## config.mk

```make
export PLATFORM = sky130hd
export DESIGN_NAME = verlet_particle_step_top_flat
export DESIGN_NICKNAME = d
export VERILOG_FILES = /design/src/rtl/core/vps_pkg.sv /design/src/rtl/core/vps_if.sv /design/src/rtl/core/verlet_particle_step_top.sv /design/src/rtl/core/vps_serial_mul.sv /design/src/rtl/core/vps_isqrt.sv /design/src/flat_wrapper.sv
export VERILOG_INCLUDE_DIRS = /design/src /design/src/rtl/core
export SDC_FILE = /design/constraint.sdc
export NUM_CORES = 2
export LEC_CHECK = 0
export BUFFER_PORTS_ARGS = -buffer_cell sky130_fd_sc_hd__buf_2
export CELL_PAD_IN_SITES_DETAIL_PLACEMENT = 1
export CELL_PAD_IN_SITES_GLOBAL_PLACEMENT = 1
export CORE_ASPECT_RATIO = 2
export CORE_MARGIN = 10
export CORE_UTILIZATION = 53
export DETAILED_ROUTE_END_ITERATION = 6
export PLACE_DENSITY = 0.9
export SETUP_SLACK_MARGIN = 0.3
export SLEW_MARGIN = 30
export SYNTH_ARGS = -nofsm -noshare
export SYNTH_HDL_FRONTEND = slang
export SYNTH_SLANG_ARGS = --single-unit
```

## constraint.sdc

```tcl
create_clock -name clk_i -period 27.9 [get_ports clk_i]
set_clock_uncertainty 0.2 [all_clocks]
set_input_delay 5.58 -clock clk_i [delete_from_list [all_inputs] [get_ports clk_i]]
set_output_delay 5.58 -clock clk_i [all_outputs]
set_load 0.005 [all_outputs]
```

## src/rtl/core/verlet_particle_step_top_assert.svh

```systemverilog
// Assertion macros shared by the block's modules
`ifndef VERLET_PARTICLE_STEP_TOP_ASSERT_SVH
`define VERLET_PARTICLE_STEP_TOP_ASSERT_SVH

// Implication checked on every rising edge outside reset
`define VPS_ASSERT_IMP(lbl, ante, cons, msg) \
  lbl: assert property (@(posedge clk_i) disable iff (!rst_ni) (ante) |-> (cons)) else $error(msg);

// Implication whose consequent is checked in the cycle after the antecedent
`define VPS_ASSERT_NEXT(lbl, ante, cons, msg) \
  lbl: assert property (@(posedge clk_i) disable iff (!rst_ni) (ante) |=> (cons)) else $error(msg);

`endif

```

## src/rtl/core/vps_pkg.sv

```systemverilog
// ----------------------------------------------------------------------------
// vps_pkg
// Types and constants of the Verlet particle step block.
// ----------------------------------------------------------------------------
`timescale 1ns / 1ps
package vps_pkg;

  localparam int unsigned DataW  = 32;
  localparam int unsigned WideW  = 64;
  localparam int unsigned DtW    = 31;
  localparam int unsigned ThrW   = 7;
  localparam int unsigned IdxW   = 8;

  localparam logic [DtW-1:0]  DtReset  = 31'd655;
  localparam logic [ThrW-1:0] ThrReset = 7'd35;

  localparam logic [IdxW-1:0] RegDtSquared = 8'd0;
  localparam logic [IdxW-1:0] RegRetireThr = 8'd1;

  typedef enum logic [2:0] {
    ST_IDLE,
    ST_MUL,
    ST_NEXT,
    ST_SQ_GO,
    ST_SQ,
    ST_SQRT,
    ST_FIN
  } state_e;

  typedef struct packed {
    logic               start;
    logic [WideW-1:0]   mcand;
    logic [DataW-1:0]   mplier;
  } mul_req_t;

endpackage

```

## src/rtl/core/vps_if.sv

```systemverilog
// ----------------------------------------------------------------------------
// vps_if
// Valid/ready channels: particle input, result output, register writes.
// ----------------------------------------------------------------------------
`timescale 1ns / 1ps
interface vps_in_if;
  logic valid;
  logic ready;
  logic signed [31:0] pos_x, pos_y, pos_z;
  logic signed [31:0] prev_x, prev_y, prev_z;
  logic signed [31:0] acc_x, acc_y, acc_z;
  logic signed [31:0] life_in;
  logic group_last;
  modport source (output valid, pos_x, pos_y, pos_z, prev_x, prev_y, prev_z,
                  acc_x, acc_y, acc_z, life_in, group_last, input ready);
  modport sink (input valid, pos_x, pos_y, pos_z, prev_x, prev_y, prev_z,
                acc_x, acc_y, acc_z, life_in, group_last, output ready);
endinterface

interface vps_out_if;
  logic valid;
  logic ready;
  logic signed [31:0] next_x, next_y, next_z;
  logic signed [31:0] life_out;
  logic dead;
  logic group_done;
  logic retire;
  modport source (output valid, next_x, next_y, next_z, life_out, dead,
                  group_done, retire, input ready);
  modport sink (input valid, next_x, next_y, next_z, life_out, dead,
                group_done, retire, output ready);
endinterface

interface vps_cfg_if;
  logic valid;
  logic ready;
  logic [7:0]  index;
  logic [31:0] data;
  modport source (output valid, index, data, input ready);
  modport sink (input valid, index, data, output ready);
endinterface

```

## src/rtl/core/verlet_particle_step_top.sv

```systemverilog
// ----------------------------------------------------------------------------
// verlet_particle_step_top
// Position Verlet step with life tracking and group retirement.
// ----------------------------------------------------------------------------
// Usage:
//   in_i   : one particle per transfer (position, previous position,
//            acceleration, life, group_last), signed Q16.16.
//   out_o  : one result per particle: next position, life_out, dead,
//            group_done and retire. Held until the sink takes it.
//   cfg_i  : register writes, index 0 dt_squared, 1 retire_threshold.
//            Always ready; other indexes are dropped.
// Timing: acc*dt_squared in three serial multiplier lanes, then the next
//   position (ST_NEXT), a start and the squaring in the same lanes, a serial
//   square root, and the life and group counter update (ST_FIN). The next
//   item is taken the cycle after the result is loaded; one item is in flight
//   at a time.
// Reset: registers return to dt_squared 655, threshold 35, count 0.
// Stall: a finished result waits in the output register; the next item is
//   accepted and worked on, and stops at the final step until the output
//   register is free.
// ----------------------------------------------------------------------------
`timescale 1ns / 1ps
`include "verlet_particle_step_top_assert.svh"
module verlet_particle_step_top #(
  parameter int unsigned GROUP_SIZE = 40
) (
  input  logic     clk_i,
  input  logic     rst_ni,
  vps_in_if.sink   in_i,
  vps_out_if.source out_o,
  vps_cfg_if.sink  cfg_i
);
  localparam int unsigned CntW = $clog2(GROUP_SIZE + 1);
  localparam int unsigned ThrW = vps_pkg::ThrW;

  vps_pkg::state_e state_q, state_d;

  // configuration registers
  logic [vps_pkg::DtW-1:0]  dt_q;
  logic [vps_pkg::ThrW-1:0] thr_q;

  // captured item
  logic signed [31:0] pos_q [3];
  logic signed [31:0] prev_q [3];
  logic signed [31:0] life_q;
  logic               last_q;

  // per-lane results
  logic signed [31:0] next_q [3];
  logic [31:0]        mag_q [3];
  logic signed [31:0] next_w [3];
  logic [31:0]        mag_w [3];

  vps_pkg::mul_req_t  mreq [3];
  logic [2:0]         mdone;
  logic [63:0]        prod [3];

  logic               in_xfer, out_xfer, fin_ok;
  logic               sqrt_start, sqrt_done;
  logic [63:0]        sumsq;
  logic [31:0]        root;
  logic [CntW-1:0]    cnt_q;

  // output register
  logic               ovalid_q;
  logic signed [31:0] onx_q, ony_q, onz_q, olife_q;
  logic               odead_q, odone_q, oret_q;

  assign in_xfer  = in_i.valid && in_i.ready;
  assign out_xfer = ovalid_q && out_o.ready;
  assign fin_ok   = !ovalid_q || out_o.ready;

  // next state
  always_comb begin
    state_d = state_q;
    unique case (state_q)
      vps_pkg::ST_IDLE:  if (in_i.valid) state_d = vps_pkg::ST_MUL;
      vps_pkg::ST_MUL:   if (mdone[0]) state_d = vps_pkg::ST_NEXT;
      vps_pkg::ST_NEXT:  state_d = vps_pkg::ST_SQ_GO;
      vps_pkg::ST_SQ_GO: state_d = vps_pkg::ST_SQ;
      vps_pkg::ST_SQ:    if (mdone[0]) state_d = vps_pkg::ST_SQRT;
      vps_pkg::ST_SQRT:  if (sqrt_done) state_d = vps_pkg::ST_FIN;
      vps_pkg::ST_FIN:   if (fin_ok) state_d = vps_pkg::ST_IDLE;
      default:           state_d = vps_pkg::ST_IDLE;
    endcase
  end

  // control outputs
  always_comb begin
    in_i.ready = 1'b0;
    sqrt_start = 1'b0;
    for (int a = 0; a < 3; a++) begin
      mreq[a].start  = 1'b0;
      mreq[a].mcand  = {32'b0, mag_q[a]};
      mreq[a].mplier = mag_q[a];
    end
    unique case (state_q)
      vps_pkg::ST_IDLE: begin
        in_i.ready = 1'b1;
        // acc sign-extended, dt zero-extended; product kept mod 2^64
        mreq[0].mcand  = {{32{in_i.acc_x[31]}}, in_i.acc_x};
        mreq[1].mcand  = {{32{in_i.acc_y[31]}}, in_i.acc_y};
        mreq[2].mcand  = {{32{in_i.acc_z[31]}}, in_i.acc_z};
        for (int a = 0; a < 3; a++) begin
          mreq[a].start  = in_i.valid;
          mreq[a].mplier = {1'b0, dt_q};
        end
      end
      vps_pkg::ST_SQ_GO: begin
        for (int a = 0; a < 3; a++) mreq[a].start = 1'b1;
      end
      vps_pkg::ST_SQ:    sqrt_start = mdone[0];
      default: ;
    endcase
  end

  genvar g;
  generate
    for (g = 0; g < 3; g++) begin : g_lane
      logic [63:0]        rnd;
      logic signed [49:0] raw;
      logic signed [33:0] dlt;

      vps_serial_mul u_mul (
        .clk_i  (clk_i),
        .rst_ni (rst_ni),
        .req_i  (mreq[g]),
        .done_o (mdone[g]),
        .prod_o (prod[g])
      );

      // round half up to Q16.16, then 2*pos - prev + term, saturated
      assign rnd = prod[g] + 64'd32768;
      always_comb begin
        raw = 50'(signed'(rnd[63:16])) + (50'(pos_q[g]) <<< 1) - 50'(prev_q[g]);
        if (raw > 50'sd2147483647)       next_w[g] = 32'sh7FFFFFFF;
        else if (raw < -50'sd2147483648) next_w[g] = 32'sh80000000;
        else                             next_w[g] = raw[31:0];
        dlt = 34'(pos_q[g]) - 34'(next_w[g]);
        if (dlt[33])          dlt = -dlt;
        if (dlt[32])          mag_w[g] = 32'hFFFFFFFF;
        else                  mag_w[g] = dlt[31:0];
      end
    end
  endgenerate

  // saturating sum of the three squares
  always_comb begin
    logic [65:0] s;
    s = 66'(prod[0]) + 66'(prod[1]) + 66'(prod[2]);
    sumsq = (s[65:64] != 2'b00) ? 64'hFFFFFFFFFFFFFFFF : s[63:0];
  end

  vps_isqrt u_sqrt (
    .clk_i   (clk_i),
    .rst_ni  (rst_ni),
    .start_i (sqrt_start),
    .v_i     (sumsq),
    .done_o  (sqrt_done),
    .root_o  (root)
  );

  // life update and group counting
  logic signed [33:0] life_raw;
  logic signed [31:0] life_w;
  logic               dead_w;
  logic [CntW-1:0]    cnt_inc;
  always_comb begin
    life_raw = 34'(life_q) - 34'({2'b00, root});
    if (life_raw > 34'sd2147483647)       life_w = 32'sh7FFFFFFF;
    else if (life_raw < -34'sd2147483648) life_w = 32'sh80000000;
    else                                  life_w = life_raw[31:0];
    dead_w  = (life_w <= 32'sd0);
    cnt_inc = (dead_w && (cnt_q < CntW'(GROUP_SIZE))) ? cnt_q + CntW'(1) : cnt_q;
  end

  always_ff @(posedge clk_i or negedge rst_ni) begin
    if (!rst_ni) begin
      state_q  <= vps_pkg::ST_IDLE;
      dt_q     <= vps_pkg::DtReset;
      thr_q    <= vps_pkg::ThrReset;
      cnt_q    <= '0;
      ovalid_q <= 1'b0;
    end else begin
      state_q <= state_d;
      if (cfg_i.valid && cfg_i.index == vps_pkg::RegDtSquared)
        dt_q <= cfg_i.data[vps_pkg::DtW-1:0];
      if (cfg_i.valid && cfg_i.index == vps_pkg::RegRetireThr)
        thr_q <= cfg_i.data[vps_pkg::ThrW-1:0];
      if (state_q == vps_pkg::ST_FIN && fin_ok) begin
        ovalid_q <= 1'b1;
        cnt_q    <= last_q ? '0 : cnt_inc;
      end else if (out_xfer) begin
        ovalid_q <= 1'b0;
      end
    end
  end

  always_ff @(posedge clk_i) begin
    if (in_xfer) begin
      pos_q[0]  <= in_i.pos_x;  pos_q[1]  <= in_i.pos_y;  pos_q[2]  <= in_i.pos_z;
      prev_q[0] <= in_i.prev_x; prev_q[1] <= in_i.prev_y; prev_q[2] <= in_i.prev_z;
      life_q    <= in_i.life_in;
      last_q    <= in_i.group_last;
    end
    if (state_q == vps_pkg::ST_NEXT) begin
      for (int a = 0; a < 3; a++) begin
        next_q[a] <= next_w[a];
        mag_q[a]  <= mag_w[a];
      end
    end
    if (state_q == vps_pkg::ST_FIN && fin_ok) begin
      onx_q   <= next_q[0];
      ony_q   <= next_q[1];
      onz_q   <= next_q[2];
      olife_q <= life_w;
      odead_q <= dead_w;
      odone_q <= last_q;
      oret_q  <= last_q && (ThrW'(cnt_inc) > thr_q);
    end
  end

  assign cfg_i.ready      = 1'b1;
  assign out_o.valid      = ovalid_q;
  assign out_o.next_x     = onx_q;
  assign out_o.next_y     = ony_q;
  assign out_o.next_z     = onz_q;
  assign out_o.life_out   = olife_q;
  assign out_o.dead       = odead_q;
  assign out_o.group_done = odone_q;
  assign out_o.retire     = oret_q;

  `VPS_ASSERT_NEXT(a_accept_mul, in_xfer, state_q == vps_pkg::ST_MUL, "accept did not start")
  `VPS_ASSERT_IMP(a_cnt_bound, 1'b1, cnt_q <= CntW'(GROUP_SIZE), "dead count over group size")
  `VPS_ASSERT_IMP(a_retire_end, ovalid_q && !odone_q, !oret_q, "retire outside group end")
  `VPS_ASSERT_IMP(a_lanes_sync, 1'b1, mdone == 3'b000 || mdone == 3'b111,
                  "multiplier lanes out of step")
endmodule

```

## src/rtl/core/vps_serial_mul.sv

```systemverilog
// ----------------------------------------------------------------------------
// vps_serial_mul
// Bit-serial shift-add multiplier, one multiplier bit per cycle, mod 2^64.
// ----------------------------------------------------------------------------
`timescale 1ns / 1ps
module vps_serial_mul (
  input  logic                       clk_i,
  input  logic                       rst_ni,
  input  vps_pkg::mul_req_t          req_i,
  output logic                       done_o,
  output logic [vps_pkg::WideW-1:0]  prod_o
);
  logic                       busy_q, busy_d;
  logic                       done_q;
  logic [4:0]                 cnt_q, cnt_d;
  logic [vps_pkg::WideW-1:0]  a_q, a_d, p_q, p_d;
  logic [vps_pkg::DataW-1:0]  b_q, b_d;

  always_comb begin
    busy_d = busy_q;
    cnt_d  = cnt_q;
    a_d    = a_q;
    b_d    = b_q;
    p_d    = p_q;
    if (req_i.start) begin
      busy_d = 1'b1;
      cnt_d  = '0;
      a_d    = req_i.mcand;
      b_d    = req_i.mplier;
      p_d    = '0;
    end else if (busy_q) begin
      p_d   = p_q + (b_q[0] ? a_q : '0);
      a_d   = {a_q[vps_pkg::WideW-2:0], 1'b0};
      b_d   = {1'b0, b_q[vps_pkg::DataW-1:1]};
      cnt_d = cnt_q + 5'd1;
      if (cnt_q == 5'd31) busy_d = 1'b0;
    end
  end

  always_ff @(posedge clk_i or negedge rst_ni) begin
    if (!rst_ni) begin
      busy_q <= 1'b0;
      done_q <= 1'b0;
      cnt_q  <= '0;
    end else begin
      busy_q <= busy_d;
      // product is final the cycle after the last step
      done_q <= busy_q && (cnt_q == 5'd31);
      cnt_q  <= cnt_d;
    end
  end

  always_ff @(posedge clk_i) begin
    a_q <= a_d;
    b_q <= b_d;
    p_q <= p_d;
  end

  assign done_o = done_q;
  assign prod_o = p_q;
endmodule

```

## src/rtl/core/vps_isqrt.sv

```systemverilog
// ----------------------------------------------------------------------------
// vps_isqrt
// Digit-by-digit floor square root of a 64-bit value, one result bit a cycle.
// ----------------------------------------------------------------------------
`timescale 1ns / 1ps
`include "verlet_particle_step_top_assert.svh"
module vps_isqrt (
  input  logic                       clk_i,
  input  logic                       rst_ni,
  input  logic                       start_i,
  input  logic [vps_pkg::WideW-1:0]  v_i,
  output logic                       done_o,
  output logic [vps_pkg::DataW-1:0]  root_o
);
  logic                       busy_q, busy_d;
  logic [vps_pkg::WideW-1:0]  v_q, v_d, res_q, res_d, bit_q, bit_d, trial;

  assign trial = res_q + bit_q;

  always_comb begin
    busy_d = busy_q;
    v_d    = v_q;
    res_d  = res_q;
    bit_d  = bit_q;
    if (start_i) begin
      busy_d = 1'b1;
      v_d    = v_i;
      res_d  = '0;
      bit_d  = {2'b01, {(vps_pkg::WideW-2){1'b0}}};
    end else if (busy_q) begin
      if (v_q >= trial) begin
        v_d   = v_q - trial;
        res_d = (res_q >> 1) + bit_q;
      end else begin
        res_d = res_q >> 1;
      end
      bit_d = bit_q >> 2;
      if (bit_q[0]) busy_d = 1'b0;
    end
  end

  always_ff @(posedge clk_i or negedge rst_ni) begin
    if (!rst_ni) begin
      busy_q <= 1'b0;
      bit_q  <= '0;
    end else begin
      busy_q <= busy_d;
      bit_q  <= bit_d;
    end
  end

  always_ff @(posedge clk_i) begin
    v_q   <= v_d;
    res_q <= res_d;
  end

  assign done_o = busy_q && bit_q[0];
  assign root_o = res_q[vps_pkg::DataW-1:0];

  `VPS_ASSERT_IMP(a_bit_onehot, busy_q, $onehot(bit_q), "sqrt bit not one-hot")
  `VPS_ASSERT_NEXT(a_done_idle, done_o && !start_i, !busy_q, "sqrt busy after done")
  `VPS_ASSERT_IMP(a_idle_bit, !busy_q, bit_q == '0, "sqrt bit left over while idle")
endmodule
```

## src/flat_wrapper.sv

```systemverilog
// flat-port wrapper written by rule: the top's interface ports become plain ports
module verlet_particle_step_top_flat 
#(
  parameter int unsigned GROUP_SIZE = 40
)
  (clk_i, rst_ni, in_i_valid, in_i_pos_x, in_i_pos_y, in_i_pos_z, in_i_prev_x, in_i_prev_y, in_i_prev_z, in_i_acc_x, in_i_acc_y, in_i_acc_z, in_i_life_in, in_i_group_last, in_i_ready, out_o_valid, out_o_next_x, out_o_next_y, out_o_next_z, out_o_life_out, out_o_dead, out_o_group_done, out_o_retire, out_o_ready, cfg_i_valid, cfg_i_index, cfg_i_data, cfg_i_ready);
  vps_in_if in_i_i ();
  vps_out_if out_o_i ();
  vps_cfg_if cfg_i_i ();
  input  logic clk_i;
  input  logic rst_ni;
  input wire logic [$bits(in_i_i.valid)-1:0] in_i_valid;
  input wire logic [$bits(in_i_i.pos_x)-1:0] in_i_pos_x;
  input wire logic [$bits(in_i_i.pos_y)-1:0] in_i_pos_y;
  input wire logic [$bits(in_i_i.pos_z)-1:0] in_i_pos_z;
  input wire logic [$bits(in_i_i.prev_x)-1:0] in_i_prev_x;
  input wire logic [$bits(in_i_i.prev_y)-1:0] in_i_prev_y;
  input wire logic [$bits(in_i_i.prev_z)-1:0] in_i_prev_z;
  input wire logic [$bits(in_i_i.acc_x)-1:0] in_i_acc_x;
  input wire logic [$bits(in_i_i.acc_y)-1:0] in_i_acc_y;
  input wire logic [$bits(in_i_i.acc_z)-1:0] in_i_acc_z;
  input wire logic [$bits(in_i_i.life_in)-1:0] in_i_life_in;
  input wire logic [$bits(in_i_i.group_last)-1:0] in_i_group_last;
  output wire logic [$bits(in_i_i.ready)-1:0] in_i_ready;
  output wire logic [$bits(out_o_i.valid)-1:0] out_o_valid;
  output wire logic [$bits(out_o_i.next_x)-1:0] out_o_next_x;
  output wire logic [$bits(out_o_i.next_y)-1:0] out_o_next_y;
  output wire logic [$bits(out_o_i.next_z)-1:0] out_o_next_z;
  output wire logic [$bits(out_o_i.life_out)-1:0] out_o_life_out;
  output wire logic [$bits(out_o_i.dead)-1:0] out_o_dead;
  output wire logic [$bits(out_o_i.group_done)-1:0] out_o_group_done;
  output wire logic [$bits(out_o_i.retire)-1:0] out_o_retire;
  input wire logic [$bits(out_o_i.ready)-1:0] out_o_ready;
  input wire logic [$bits(cfg_i_i.valid)-1:0] cfg_i_valid;
  input wire logic [$bits(cfg_i_i.index)-1:0] cfg_i_index;
  input wire logic [$bits(cfg_i_i.data)-1:0] cfg_i_data;
  output wire logic [$bits(cfg_i_i.ready)-1:0] cfg_i_ready;
  assign in_i_i.valid = in_i_valid;
  assign in_i_i.pos_x = in_i_pos_x;
  assign in_i_i.pos_y = in_i_pos_y;
  assign in_i_i.pos_z = in_i_pos_z;
  assign in_i_i.prev_x = in_i_prev_x;
  assign in_i_i.prev_y = in_i_prev_y;
  assign in_i_i.prev_z = in_i_prev_z;
  assign in_i_i.acc_x = in_i_acc_x;
  assign in_i_i.acc_y = in_i_acc_y;
  assign in_i_i.acc_z = in_i_acc_z;
  assign in_i_i.life_in = in_i_life_in;
  assign in_i_i.group_last = in_i_group_last;
  assign in_i_ready = in_i_i.ready;
  assign out_o_valid = out_o_i.valid;
  assign out_o_next_x = out_o_i.next_x;
  assign out_o_next_y = out_o_i.next_y;
  assign out_o_next_z = out_o_i.next_z;
  assign out_o_life_out = out_o_i.life_out;
  assign out_o_dead = out_o_i.dead;
  assign out_o_group_done = out_o_i.group_done;
  assign out_o_retire = out_o_i.retire;
  assign out_o_i.ready = out_o_ready;
  assign cfg_i_i.valid = cfg_i_valid;
  assign cfg_i_i.index = cfg_i_index;
  assign cfg_i_i.data = cfg_i_data;
  assign cfg_i_ready = cfg_i_i.ready;
  verlet_particle_step_top #(.GROUP_SIZE(GROUP_SIZE)) u_core (.clk_i(clk_i), .rst_ni(rst_ni), .in_i(in_i_i), .out_o(out_o_i), .cfg_i(cfg_i_i));
endmodule
```

==> impl_metrics.csv <==
group,metric,value,unit
status,outcome,"completed",
pwr,p_seq_share,52.3,%
worst_setup_path,cp_slowest_stage_delay,630,ps
sta,fmax,64.8,MHz
sta,period_share,55.3,%
placement,dp_hpwl,307,mm
drt,via_per_inst,6.53,
pwr,power_frac_clock,46.5,%
worst_setup_path,crit_type,"register to register",
pwr,swShare,22.7,%
worst_setup_path,crit_top_cell,"nand4_1",
cts,clk_latency,860,ps
global_routing,grt_pass1_vias,95100,
pwr,power.density,36.0,nW/um^2
finish,fin_nets,12300,
global_routing,grt_pass1_wl,581,mm
job,cap_violations,0,
yosys,syn-num-nets,12000,
sta,slew_headroom,29.5,%
drt,vias,88100,
pwr,total_power,3.79,mW
yosys,ys_async_sr_fraction,7.96,%
floorplan,rows,221,
cts,postCtsHoldBufs,0,
global_routing,groute.usage.overall,38.0,%
sta,worst_slew_pin_slew,1040,ps
placement,gp_congestion,1.01,
cts,cts_tree,"done",
cts,cts_resized,0,
yosys,syn_inst,10700,
cts,ctsRootBufferMaster,"clkbuf_16",
cts,cts-buffers-inserted,121,
floorplan,coreArea,181000,um^2
worst_setup_path,arrival,15910,ps
drt,post-route-drc-count,0,
drt,wl_met2,197,mm
worst_setup_path,endpoint_kind,"register",
floorplan,start_util,53.2,%
yosys,syn_area,96400,um^2
sta,rsz0062_at_grt,"false",
drt,top_layer,"met5",
drt,ant_nets,0,
pwr,power.leakage,44.7,nW
drt,drt-initial-drc-count,6444,
cts,htreeDepth,3,
global_routing,grt_antenna_before_repair,15,
floorplan,fp.dieW,322,um
yosys,synth_seq_area_share,35.9,%
drt,post_drt_wl_per_cell,29.1,um
global_routing,overflow,0,
worst_hold_path,hp-class,"register to register",
drt,wl,393,mm
drt,wl_met3,21.4,mm
pwr,combPwrFrac,1.1,%
pwr,power.internal,2.93,mW
worst_setup_path,startpoint_type,"register",
global_routing,grt_start_max_net_pins,162,
worst_setup_path,path_max_fanout,28,
cts,cts_setup_buffers,0,
placement,portBuffers,497,
cts,clkSinkCount,1256,
yosys,ys_ff_latch,1256,
floorplan,dieHeight,623,um
cts,ctsLongestPathBuffers,3,
yosys,yosys_most_used_dff,"edfxtp_1",
drt,met1Wirelength,129,mm
floorplan,fp.dieArea,200000,um^2
yosys,synthDistinctLibCells,122,
worst_setup_path,slowest_stage,"dfxtp_1",
finish,area_delta_synth_final,9.27,%
sta,layout_min_cycle_time,15420,ps
yosys,syn_area_per_cell,8.98,um^2
floorplan,design.portCount,500,
finish,drive_gt1_share,8.78,%
sta,setup_tns,0,ps
pwr,ir_drop,56.2,uV
sta,hold_viol,0,
cts,path_clk_slew,70,ps
sta,final-setup-viol-count,0,
drt,drtPass1Iterations,5,
yosys,synth_edf_count,900,
worst_setup_path,worst_ep_required_time,28390,ps
sta,drv_slew,0,
pwr,p_sw,0.861,mW
yosys,yosysWarnings,0,
cell usage after synthesis, types with 121 or more instances:
cell	count	area share, %
nand2_1	1210	4.7
nor2_1	918	3.6
edfxtp_1	900	28
a21oi_1	764	4.0
ha_1	712	9.2
inv_1	615	2.4
o21ai_0	598	3.1
xnor2_1	555	5.0
xor2_1	348	3.2
clkbuf_1	343	1.3
a21o_1	306	2.4
and2_1	294	1.9
dfxtp_1	256	5.3
nand3_1	222	1.2
a31oi_1	219	1.4
mux2i_1	202	2.1
nor3_1	183	0.95
fa_1	154	3.2
and3_1	135	0.88
nand2b_1	131	0.85
o21bai_1	121	0.94
metal layers:
layer | GRT usage [%] | vias to the layer above
met5 | 0 | -
met4 | 36.6 | 6
met3 | 6.48 | 1559
met2 | 67.4 | 3564
met1 | 36.5 | 43800
li1 | - | 39200
worst paths after layout:
path                                                                start                                      end  slack, ps  depth (start not counted)
min                                        u_core.next_q[0][44]$_DFFE_PP_               out_o_next_y[12]$_DFFE_PP_        200                          0
min in group asynchronous                                          rst_ni      u_core.u_sqrt.bit_q[52]$_DFFE_PN0P_       4540                          1
max reg2reg                u_core.g_lane[2].u_mul.prod_o[21]$_SDFFE_PP0P_        u_core.mag_q[0][84]$_SDFFCE_PP1P_      12480                         48
min reg2reg                                u_core.next_q[0][44]$_DFFE_PP_               out_o_next_y[12]$_DFFE_PP_        200                          0
max in group asynchronous                                          rst_ni  u_core.g_lane[1].u_mul.busy_q$_DFF_PN0_      21460                          2
max                        u_core.g_lane[2].u_mul.prod_o[21]$_SDFFE_PP0P_        u_core.mag_q[0][84]$_SDFFCE_PP1P_      12480                         48
critical path, delay by kind of cell, from the launching register on:
kind	cells	cell delay (ps)
flops	1	630
buf+inv	2	780
compound gates	18	5130
xor+xnor	3	790
simple gates	22	6370
fa+ha+maj	3	1330
cells by family (layout without fill, tap and decap cells):
kind of cell / after synthesis / after routing / share of synthesized area (%)
compound gates: 2828 / 2828 / 18.9
xor+xnor: 905 / 905 / 8.24
fa+ha+maj: 882 / 882 / 12.6
buf+inv: 1030 / 1436 / 4.07
flops: 1256 / 1256 / 35.9
mux: 241 / 241 / 2.55
other cells: 1 / 19 / 0.00389
simple gates: 3594 / 3594 / 17.6
final cells by class:
cell class	instances	area (um^2)
Sequential cell	1256	34700
Inverter	626	2360
Antenna cell	18	45.0
Fill cell	21000	75700
Clock inverter	77	771
Timing Repair Buffer	581	3230
Clock buffer	152	3290
Tap cell	2341	2930
Multi-Input combinational cell	8451	58100
sequential cells by signal, summed over array words and instances (netlist names), 3 cells and up:
signal                      flops
u_core.g_lane.u_mul.busy_q      3
u_core.life_q                  32
u_core.prev_q                  96
out_o_next_z                   32
u_core.u_sqrt.res_q            64
u_core.dt_q                    31
u_core.g_lane.u_mul.b_q        96
u_core.g_lane.u_mul.cnt_q      15
u_core.state_q                  3
u_core.u_sqrt.v_q              64
u_core.next_q                  96
out_o_next_x                   32
u_core.out_o.life_out          32
u_core.mag_q                   96
u_core.thr_q                    7
u_core.pos_q                   96
out_o_next_y                   32
u_core.g_lane.u_mul.a_q       192
u_core.u_sqrt.bit_q            32
u_core.g_lane.u_mul.prod_o    192
u_core.cnt_q                    6
metrics by stage:
stage	std cells	instance area, um^2	setup WS (ps)	utilization, %	hold WS, ps
final	13500	105000	12480	58.2	202
after global routing	13500	105000	11500	58.2	218
after CTS	13500	105000	12340	58.1	204
after detailed placement	13300	101000	12410	55.9	205
after global placement	13300	101000	12690	55.8	202
after floorplan	10700	96400	12140	-	200
cells in the final DEF (no fill, tap or decap), drive strengths merged, types with 61 or more instances in the layout:
cell | netlist | routed
a211oi | 119 | 119
a21o | 306 | 306
a21oi | 767 | 767
a22oi | 61 | 61
a31oi | 220 | 220
and2 | 294 | 294
and3 | 135 | 135
buf | 59 | 581
clkbuf | 345 | 152
dfrtp | 91 | 91
dfxtp | 256 | 256
edfxtp | 900 | 900
fa | 154 | 154
ha | 712 | 712
inv | 617 | 624
mux2i | 202 | 202
nand2 | 1210 | 1210
nand2b | 131 | 131
nand3 | 222 | 222
nand4 | 119 | 119
nor2 | 918 | 918
nor2b | 103 | 103
nor3 | 186 | 186
o211ai | 70 | 70
o21a | 82 | 82
o21ai | 611 | 611
o21bai | 121 | 121
or3 | 67 | 67
xnor2 | 556 | 556
xor2 | 348 | 348
power by group through the flow:
stage	Clock, mW	Combinational, mW	Sequential (mW)
6_report	1.76	0.0429	1.98
5_1_grt	1.84	0.0452	1.98
4_1_cts	1.77	0.0421	1.98
3_5_place_dp	0	0.0411	2.02
3_3_place_gp	0	0.0385	2.02
2_1_floorplan	0	0.00394	2.02
No activity file was read; power rests on OpenSTA's default activity.
